`src/rtl/okve_pkg.sv`:
```
// Shared types, codes and constants of the ordered key encoder.
`default_nettype none

package okve_pkg;

  localparam logic [3:0] ACT_INT          = 4'd0;
  localparam logic [3:0] ACT_FINGERPRINT  = 4'd1;
  localparam logic [3:0] ACT_TIME         = 4'd2;
  localparam logic [3:0] ACT_BOOL         = 4'd3;
  localparam logic [3:0] ACT_BYTES_OPEN   = 4'd4;
  localparam logic [3:0] ACT_BYTES_DATA   = 4'd5;
  localparam logic [3:0] ACT_BYTES_CLOSE  = 4'd6;
  localparam logic [3:0] ACT_STRING_OPEN  = 4'd7;
  localparam logic [3:0] ACT_STRING_CHAR  = 4'd8;
  localparam logic [3:0] ACT_STRING_CLOSE = 4'd9;

  localparam logic [2:0] REG_INT_POS     = 3'd0;
  localparam logic [2:0] REG_INT_NEG     = 3'd1;
  localparam logic [2:0] REG_FINGERPRINT = 3'd2;
  localparam logic [2:0] REG_TIME        = 3'd3;
  localparam logic [2:0] REG_BOOL        = 3'd4;
  localparam logic [2:0] REG_BYTES       = 3'd5;
  localparam logic [2:0] REG_STRING      = 3'd6;
  localparam logic [2:0] REG_TERMINATOR  = 3'd7;

  localparam logic [7:0] RST_INT_POS     = 8'd48;
  localparam logic [7:0] RST_INT_NEG     = 8'd40;
  localparam logic [7:0] RST_FINGERPRINT = 8'd64;
  localparam logic [7:0] RST_TIME        = 8'd80;
  localparam logic [7:0] RST_BOOL        = 8'd16;
  localparam logic [7:0] RST_BYTES       = 8'd96;
  localparam logic [7:0] RST_STRING      = 8'd112;
  localparam logic [7:0] RST_TERMINATOR  = 8'd0;

  localparam logic [7:0] CLOSE_BYTE = 8'd0;

  // Depth of the descriptor queue between front and back.
  localparam int QDEPTH = 2;
  localparam int QPTR_W = (QDEPTH > 1) ? $clog2(QDEPTH) : 1;
  localparam int QCNT_W = $clog2(QDEPTH + 1);

  typedef struct packed {
    logic [7:0] int_pos_tag;
    logic [7:0] int_neg_tag;
    logic [7:0] fingerprint_tag;
    logic [7:0] time_tag;
    logic [7:0] bool_tag;
    logic [7:0] bytes_tag;
    logic [7:0] string_tag;
    logic [7:0] terminator_byte;
  } cfg_t;

  // One item's work: a leading byte, then cnt bytes of payload, high byte first.
  typedef struct packed {
    logic [7:0]  head;
    logic [3:0]  cnt;
    logic [63:0] payload;
  } desc_t;

endpackage

`default_nettype wire

```
`src/rtl/okve_fifo.sv`:
```
// Short descriptor queue between the front and back parts.
`default_nettype none

module okve_fifo
  import okve_pkg::*;
(
  input  logic  clk_i,
  input  logic  rst_ni,
  input  logic  wr_i,
  input  desc_t wdata_i,
  input  logic  rd_i,
  output desc_t rdata_o,
  output logic  full_o,
  output logic  empty_o
);

  desc_t              mem_q [QDEPTH];
  logic [QPTR_W-1:0]  wr_ptr_q, wr_ptr_d;
  logic [QPTR_W-1:0]  rd_ptr_q, rd_ptr_d;
  logic [QCNT_W-1:0]  cnt_q, cnt_d;

  assign full_o  = (cnt_q == QCNT_W'(QDEPTH));
  assign empty_o = (cnt_q == '0);
  assign rdata_o = mem_q[rd_ptr_q];

  always_comb begin
    wr_ptr_d = wr_ptr_q;
    rd_ptr_d = rd_ptr_q;
    cnt_d    = cnt_q;
    if (wr_i) begin
      wr_ptr_d = (wr_ptr_q == QPTR_W'(QDEPTH - 1)) ? '0 : wr_ptr_q + 1'b1;
    end
    if (rd_i) begin
      rd_ptr_d = (rd_ptr_q == QPTR_W'(QDEPTH - 1)) ? '0 : rd_ptr_q + 1'b1;
    end
    if (wr_i && !rd_i) begin
      cnt_d = cnt_q + 1'b1;
    end else if (!wr_i && rd_i) begin
      cnt_d = cnt_q - 1'b1;
    end
  end

  always_ff @(posedge clk_i or negedge rst_ni) begin
    if (!rst_ni) begin
      wr_ptr_q <= '0;
      rd_ptr_q <= '0;
      cnt_q    <= '0;
    end else begin
      wr_ptr_q <= wr_ptr_d;
      rd_ptr_q <= rd_ptr_d;
      cnt_q    <= cnt_d;
    end
  end

  always_ff @(posedge clk_i) begin
    if (wr_i) begin
      mem_q[wr_ptr_q] <= wdata_i;
    end
  end

endmodule

`default_nettype wire

```
`src/rtl/okve_front.sv`:
```
// Front part: classifies a request and builds its output descriptor.
`default_nettype none

module okve_front
  import okve_pkg::*;
(
  input  logic [3:0]  action_i,
  input  logic [63:0] value_i,
  input  cfg_t        cfg_i,
  output desc_t       desc_o,
  output logic        keep_o
);

  // Bytes needed for a magnitude; seven-byte values take eight.
  function automatic logic [3:0] size_of(input logic [63:0] m);
    logic [3:0] n;
    if (m[63:8] == '0)       n = 4'd1;
    else if (m[63:16] == '0) n = 4'd2;
    else if (m[63:24] == '0) n = 4'd3;
    else if (m[63:32] == '0) n = 4'd4;
    else if (m[63:40] == '0) n = 4'd5;
    else if (m[63:48] == '0) n = 4'd6;
    else                     n = 4'd8;
    return n;
  endfunction

  logic        neg;
  logic [63:0] mag;
  logic [3:0]  n;
  logic [7:0]  n_m1;
  logic [7:0]  pos_base;
  logic [7:0]  lo;

  assign neg  = (action_i == ACT_INT) && value_i[63];
  assign mag  = neg ? ~value_i : value_i;
  assign n    = size_of(mag);
  assign n_m1 = {4'd0, n - 4'd1};
  assign lo   = value_i[7:0];

  always_comb begin
    case (action_i)
      ACT_FINGERPRINT: pos_base = cfg_i.fingerprint_tag;
      ACT_TIME:        pos_base = cfg_i.time_tag;
      default:         pos_base = cfg_i.int_pos_tag;
    endcase
  end

  always_comb begin
    keep_o         = 1'b1;
    desc_o.head    = lo;
    desc_o.cnt     = 4'd0;
    desc_o.payload = value_i;
    unique case (action_i) inside
      ACT_INT, ACT_FINGERPRINT, ACT_TIME: begin
        desc_o.head = neg ? cfg_i.int_neg_tag - n_m1 : pos_base + n_m1;
        desc_o.cnt  = n;
      end
      ACT_BOOL: begin
        desc_o.head = cfg_i.bool_tag + {7'd0, value_i[0]};
      end
      ACT_BYTES_OPEN: begin
        desc_o.head = cfg_i.bytes_tag;
      end
      ACT_BYTES_DATA: begin
        // terminator value in data is escaped by doubling
        desc_o.payload = {56'd0, lo};
        desc_o.cnt     = (lo == cfg_i.terminator_byte) ? 4'd1 : 4'd0;
      end
      ACT_BYTES_CLOSE: begin
        desc_o.head    = cfg_i.terminator_byte;
        desc_o.payload = {56'd0, CLOSE_BYTE};
        desc_o.cnt     = 4'd1;
      end
      ACT_STRING_OPEN: begin
        desc_o.head = cfg_i.string_tag;
      end
      ACT_STRING_CHAR: begin
        desc_o.head = lo;
      end
      ACT_STRING_CLOSE: begin
        desc_o.head = CLOSE_BYTE;
      end
      default: begin
        keep_o = 1'b0;
      end
    endcase
  end

endmodule

`default_nettype wire

```
`src/rtl/okve_back.sv`:
```
// Back part: walks a descriptor and emits one byte per cycle into the output register while it is free or popped.
`default_nettype none

module okve_back
  import okve_pkg::*;
(
  input  logic       clk_i,
  input  logic       rst_ni,
  input  desc_t      desc_i,
  input  logic       desc_empty_i,
  output logic       desc_pop_o,
  input  logic       pop_i,
  output logic       empty_o,
  output logic [7:0] out_byte_o,
  output logic       last_o
);

  logic        active_q, active_d;
  logic [3:0]  rem_q, rem_d;
  logic [63:0] payload_q, payload_d;
  logic        valid_q, valid_d;
  logic [7:0]  byte_q, byte_d;
  logic        last_q, last_d;
  logic        load;
  logic [2:0]  idx;

  assign load = !valid_q || pop_i;
  // rem counts 1..8; byte rem-1 is next, the 3-bit wrap maps 8 onto index 7
  assign idx  = rem_q[2:0] - 3'd1;

  assign desc_pop_o = load && !active_q && !desc_empty_i;

  always_comb begin
    active_d  = active_q;
    rem_d     = rem_q;
    payload_d = payload_q;
    valid_d   = valid_q;
    byte_d    = byte_q;
    last_d    = last_q;
    if (load) begin
      if (active_q) begin
        valid_d  = 1'b1;
        byte_d   = payload_q[{idx, 3'b000} +: 8];
        last_d   = (rem_q == 4'd1);
        rem_d    = rem_q - 4'd1;
        active_d = (rem_q != 4'd1);
      end else if (!desc_empty_i) begin
        valid_d   = 1'b1;
        byte_d    = desc_i.head;
        last_d    = (desc_i.cnt == 4'd0);
        rem_d     = desc_i.cnt;
        payload_d = desc_i.payload;
        active_d  = (desc_i.cnt != 4'd0);
      end else begin
        valid_d = 1'b0;
      end
    end
  end

  always_ff @(posedge clk_i or negedge rst_ni) begin
    if (!rst_ni) begin
      active_q <= 1'b0;
      rem_q    <= '0;
      valid_q  <= 1'b0;
    end else begin
      active_q <= active_d;
      rem_q    <= rem_d;
      valid_q  <= valid_d;
    end
  end

  always_ff @(posedge clk_i) begin
    payload_q <= payload_d;
    byte_q    <= byte_d;
    last_q    <= last_d;
  end

  assign empty_o    = !valid_q;
  assign out_byte_o = byte_q;
  assign last_o     = last_q;

endmodule

`default_nettype wire

```
`src/rtl/ordered_key_value_encoder_unit.sv`:
```
// Path: an accepted request is written into the descriptor queue, then its first byte into the output register.
// Throughput: one result byte per cycle while the output is popped; a request of n bytes holds the
// back end until its n bytes are out, and single-byte requests are taken every cycle, paced by the byte emitter.
// A two-entry descriptor queue and the output register let input and output stall separately.
// Reset: asynchronous; control and config registers return to their defaults, queue and output go empty.
`default_nettype none

module ordered_key_value_encoder_unit
  import okve_pkg::*;
(
  input  logic        clk_i,
  input  logic        rst_ni,
  input  logic        push,
  output logic        full,
  input  logic [3:0]  action_i,
  input  logic [63:0] value_i,
  output logic        empty,
  input  logic        pop,
  output logic [7:0]  out_byte_o,
  output logic        last_o,
  input  logic        psel,
  input  logic        penable,
  input  logic        pwrite,
  input  logic [4:0]  paddr,
  input  logic [31:0] pwdata,
  output logic [31:0] prdata,
  output logic        pready
);

  cfg_t       cfg_q, cfg_d;
  logic       cfg_wr;
  logic [2:0] reg_idx;
  logic [7:0] rd_byte;

  desc_t desc_in, desc_out;
  logic  keep;
  logic  q_wr, q_rd, q_full, q_empty;

  assign pready  = 1'b1;
  assign reg_idx = paddr[4:2];
  assign cfg_wr  = psel && penable && pwrite;

  always_comb begin
    cfg_d = cfg_q;
    if (cfg_wr) begin
      unique case (reg_idx)
        REG_INT_POS:     cfg_d.int_pos_tag     = pwdata[7:0];
        REG_INT_NEG:     cfg_d.int_neg_tag     = pwdata[7:0];
        REG_FINGERPRINT: cfg_d.fingerprint_tag = pwdata[7:0];
        REG_TIME:        cfg_d.time_tag        = pwdata[7:0];
        REG_BOOL:        cfg_d.bool_tag        = pwdata[7:0];
        REG_BYTES:       cfg_d.bytes_tag       = pwdata[7:0];
        REG_STRING:      cfg_d.string_tag      = pwdata[7:0];
        REG_TERMINATOR:  cfg_d.terminator_byte = pwdata[7:0];
        default:         cfg_d = cfg_q;
      endcase
    end
  end

  always_comb begin
    unique case (reg_idx)
      REG_INT_POS:     rd_byte = cfg_q.int_pos_tag;
      REG_INT_NEG:     rd_byte = cfg_q.int_neg_tag;
      REG_FINGERPRINT: rd_byte = cfg_q.fingerprint_tag;
      REG_TIME:        rd_byte = cfg_q.time_tag;
      REG_BOOL:        rd_byte = cfg_q.bool_tag;
      REG_BYTES:       rd_byte = cfg_q.bytes_tag;
      REG_STRING:      rd_byte = cfg_q.string_tag;
      REG_TERMINATOR:  rd_byte = cfg_q.terminator_byte;
      default:         rd_byte = '0;
    endcase
  end

  assign prdata = {24'd0, rd_byte};

  always_ff @(posedge clk_i or negedge rst_ni) begin
    if (!rst_ni) begin
      cfg_q.int_pos_tag     <= RST_INT_POS;
      cfg_q.int_neg_tag     <= RST_INT_NEG;
      cfg_q.fingerprint_tag <= RST_FINGERPRINT;
      cfg_q.time_tag        <= RST_TIME;
      cfg_q.bool_tag        <= RST_BOOL;
      cfg_q.bytes_tag       <= RST_BYTES;
      cfg_q.string_tag      <= RST_STRING;
      cfg_q.terminator_byte <= RST_TERMINATOR;
    end else begin
      cfg_q <= cfg_d;
    end
  end

  okve_front u_front (
    .action_i (action_i),
    .value_i  (value_i),
    .cfg_i    (cfg_q),
    .desc_o   (desc_in),
    .keep_o   (keep)
  );

  // unknown actions are accepted and dropped here
  assign full = q_full;
  assign q_wr = push && !q_full && keep;

  okve_fifo u_fifo (
    .clk_i   (clk_i),
    .rst_ni  (rst_ni),
    .wr_i    (q_wr),
    .wdata_i (desc_in),
    .rd_i    (q_rd),
    .rdata_o (desc_out),
    .full_o  (q_full),
    .empty_o (q_empty)
  );

  okve_back u_back (
    .clk_i        (clk_i),
    .rst_ni       (rst_ni),
    .desc_i       (desc_out),
    .desc_empty_i (q_empty),
    .desc_pop_o   (q_rd),
    .pop_i        (pop),
    .empty_o      (empty),
    .out_byte_o   (out_byte_o),
    .last_o       (last_o)
  );

endmodule

`default_nettype wire

```
`config.mk`:
```
export PLATFORM = sky130hd
export DESIGN_NAME = ordered_key_value_encoder_unit
export DESIGN_NICKNAME = d
export VERILOG_FILES = /design/src/rtl/okve_pkg.sv /design/src/rtl/okve_fifo.sv /design/src/rtl/okve_front.sv /design/src/rtl/okve_back.sv /design/src/rtl/ordered_key_value_encoder_unit.sv
export SDC_FILE = /design/constraint.sdc
export NUM_CORES = 1
export LEC_CHECK = 0
export BUFFER_PORTS_ARGS = -buffer_cell sky130_fd_sc_hd__buf_4
export CORE_ASPECT_RATIO = 2
export CORE_UTILIZATION = 40
export DETAILED_ROUTE_END_ITERATION = 10
export SETUP_SLACK_MARGIN = 0.02
export SYNTH_ARGS = -nofsm -noshare
export SYNTH_HDL_FRONTEND = slang
export SYNTH_SLANG_ARGS = --single-unit
```
`constraint.sdc`:
```
create_clock -name clk_i -period 5.47 [get_ports clk_i]
set_input_delay 0.547 -clock clk_i [delete_from_list [all_inputs] [get_ports clk_i]]
set_output_delay 0.547 -clock clk_i [all_outputs]
set_load 0.05 [all_outputs]
```
==> summary.md <==
| Metric | Value |
|---|---|
| Fin nets | `between 1000 and 1500` |
| Die height | `approximately 270 um` |
| Vias in the first global route | `~9200` |
| Worst Skew | `9.76 ps` |
| DRT Pass-1 Iters | `6` |
| Clk root buf | `clkbuf_16` |
| Clock buffer depth | `3` |
| Min Tclk post-route | `4370 ps` |
| Synth warn | `0` |
| CTS clk-pin slew, worst paths | `approximately 60 ps` |
| Comb pwr share | `around 29%` |
| #FFs+latches synth | `around 300` |
| Pleak | `0.00596 uW` |
| Overall Power | `a little over 7000 uW` |
| Worst Hold Class | `in -> reg` |
| Std-Cell Rows | `97` |
| Mean Syn Cell Area | `approximately 14 um2` |
| Fill cell count | `between 3000 and 4000` |
| Peak VDD IR | `slightly below 0.3 mV` |
| Number of synthesized flops with an enable pin | `about 230` |
| GRT Overall Usage | `20.3%` |
| Setup Viol. Count Final | `0` |
| RSZ-0062 raised after global routing | `false` |
| Register area share after synthesis | `60.7%` |
| Inserted Diodes | `0` |
| Seq pwr share | `approximately 47%` |
| Achievable frequency | `between 0.2 and 0.25 GHz` |
| Initial antenna violation count | `0` |
| Global-route wire length before repair | `between 50000 and 60000 um` |
| TritonCTS clock tree | `done` |
| Switching Fraction | `31.7%` |
| Clock share of power | `approximately a quarter` |
| Critical Path RT | `between 5000 and 6000 ps` |
| H-tree Lvls | `1` |
| Max-Cap Viols | `0` |
| IO Port Bufs | `around 100` |
| Sink Count | `299` |
| Primary FF master, synth | `edfxtp_1` |
| Gates resized, CTS repair | `0` |
| Area occupied by multi-input gates | `between 5000 and 6000 um2` |
| Drt total wl | `35900 um` |
| Routed Antenna Nets | `0` |
| Setup TNS | `0 ps` |
| Status | `finished, final reports clean` |
| Final core utilization | `46.5%` |
| Die W | `135 um` |
| Yosys cell types | `60` |
| Adder-cell share of the synthesized area | `approximately 1.5%` |
| Switch Pwr | `between 2000 and 2500 uW` |
| Mux contribution to synthesized area | `between 10% and 20%` |
| Slew Limit Fails | `0` |
| Die Outline Area | `roughly 36000 um2` |
| Starting density of the core | `between 40% and 50%` |
| Post-Syn Instances | `between 1000 and 1500` |
| Combinational family with the most area after synthesis | `multiplexers` |
| DR vias | `8780` |
| Mapped Area | `14200 um2` |
| Synth Area in Compound Gates | `under 10%` |
| Worst Setup Start Kind | `primary input` |
| Slew @ Worst Pin | `1150 ps` |
| DRC errors left | `0` |
| Critical path data arrival time | `~4700 ps` |
| Dpl hpwl | `26100 um` |
| WHS | `292 ps` |
| Crit. End Element | `flip-flop` |
| Asr flop ratio synth | `about a quarter` |
| Synth Area in Simple Gates | `a little over a tenth` |
| CTS Buf Count | `27` |
| FF+latch area | `about 8600 um2` |
| XOR/XNOR Fraction of Synth Area | `under 10%` |
| Final GP Congestion | `about 0.88` |
| Total power per unit cell area | `~450 nW/um2` |
| Area grow syn2layout | `14.4%` |
| Core Region | `roughly 35000 um2` |
| Global route total overflow | `0` |
| 1st-iter DRT viols | `383` |
| Pre-CTS setup slack | `489 ps` |
| PnR worst setup slack | `~1100 ps` |
| I/O pins | `about 160` |
| Pin count of the biggest net entering global routing | `70` |
| Most frequent cells in the layout | `225 x edfxtp_1, 134 x mux2_2, 120 x buf_4, 60 x nor2_1, 60 x dfrtp_1` |
| Pint | `~5000 uW` |
| Later-pin clock latency in the skew report | `540 ps` |
| Slew HR | `around a quarter` |
| CP Max Fanout | `21` |
| Hold Vio Cnt, Final | `0` |
| WS Path Type | `in -> reg` |
| Share of cells above drive strength 1 | `around 29%` |
| Commonest non-fill, non-tap cell in the layout | `edfxtp_1` |
| Final period util | `between 70% and 80%` |
| Per-cell routed wire length | `22.3 um` |
| Vias/cell | `5.45` |
## cells by family (layout without fill, tap and decap cells)
family                     count (synthesis)  in the layout
DFF                                      299            299
and+or+nand+nor                          283            283
muxes                                    172            172
AOI/OAI and AO/OA                        155            155
buffers and inverters                     89            184
xor gates and xnor gates                  29             29
adders and majority gates                 16             16
other                                      2             27
## worst paths after layout
check / start / to / slack [ps] / cells past startpoint
setup / recovery: action_i[3] / u_fifo.mem_q[1][75] / 1100 / 16
hold / removal: pwdata[0] / cfg_q[48] / 290 / 3
setup reg to reg: cfg_q[57] / u_fifo.mem_q[1][75] / 2500 / 11
hold reg to reg: u_fifo.cnt_q[1] / u_fifo.cnt_q[1] / 520 / 1
max in group asynchronous: rst_ni / u_fifo.rd_ptr_q / 3890 / 3
min in group asynchronous: rst_ni / cfg_q[6] / 350 / 2
## per-stage QoR
stage	std cells	area, um2
after floorplan	1070	14300
after global placement	1560	15400
after detailed placement	1560	15400
after CTS	1610	16200
after global routing	1610	16200
final	1610	16200
## cell type report
class / instances / area share [%]
timing repair buffer: 122 / 5.73
clock inverter: 12 / 0.531
inverter: 13 / 0.300
tap: 445 / 3.43
sequential: 299 / 53.1
multi-input combinational: 682 / 32.4
clock buffer: 37 / 4.51
## layer usage
| metal | up-vias | GRT usage, % | part of all wire, % |
|---|---|---|---|
| met4 | 0 | 9.99 | 4.7 |
| met1 | 4376 | 20.5 | 34 |
| met2 | 233 | 40.5 | 58 |
| li1 | 4094 | - | - |
| met3 | 77 | 1.84 | 3.1 |
| met5 | - | 0 | 0 |
## sequential cells by signal, indices dropped and copies added, names as in the netlist, 2 cells and up
signal             flops
u_fifo.mem_q         152
u_back.rem_q           4
u_back.payload_q      64
cfg_q                 64
u_fifo.cnt_q           2
u_back.out_byte_o      8
## synthesized netlist by cell type, types with 4 or more instances
master / instances / share of area (%)
o221ai_1: 6 / 0.37
and3_1: 4 / 0.18
a22oi_1: 5 / 0.26
a211oi_1: 15 / 0.79
dfstp_2: 13 / 2.4
buf_4: 26 / 1.4
xnor2_1: 7 / 0.43
nand2_1: 28 / 0.74
o31ai_1: 5 / 0.26
mux4_2: 17 / 2.7
a221oi_1: 6 / 0.37
nor2_1: 62 / 1.6
or4_1: 10 / 0.53
a31oi_1: 8 / 0.35
a22o_1: 4 / 0.25
mux2_2: 134 / 11
o22ai_1: 9 / 0.40
o21ai_0: 26 / 0.92
and2_1: 59 / 2.6
mux2i_1: 21 / 1.5
nand3_1: 17 / 0.60
dfrtp_1: 61 / 11
nor2b_1: 25 / 1.1
nor3_1: 13 / 0.46
a32oi_1: 4 / 0.25
buf_2: 6 / 0.21
ha_1: 14 / 1.2
nor4_1: 10 / 0.44
a21o_1: 4 / 0.21
inv_1: 13 / 0.34
nand4_1: 15 / 0.66
nand2b_1: 15 / 0.66
clkbuf_1: 39 / 1.0
edfxtp_1: 225 / 48
or3_1: 7 / 0.31
a21oi_1: 46 / 1.6
xor2_1: 22 / 1.4
buf_1: 5 / 0.13
## worst max-delay path: stages
cell and delay, ps:
buf_4 190, nor2_2 150, nand3_1 340, buf_4 320, mux2i_1 410, a31oi_1 150
o21bai_1 200, nand2b_1 200, ha_1 220, xor2_1 100, ha_1 340, a21oi_1 100
o21ba_2 250, or4b_1 510, or4_1 460, nor4bb_1 150
## power by group through the flow
stage	registers, uW	logic, uW	clock network, uW
finish	3400	2100	1780
global route	3450	2260	1910
CTS	3400	2140	1830
detailed placement	3450	2130	0
global placement	3430	2110	0
floorplan	3410	1460	0
## timing repair
item | 4_1_cts | 5_1_grt
hold endpoints to repair | 5 | 0
setup endpoints to repair | 0 | 0
hold buffers | 1 | 0
buffers inserted | 0 | 0
Power figures use the tool's default switching activity.
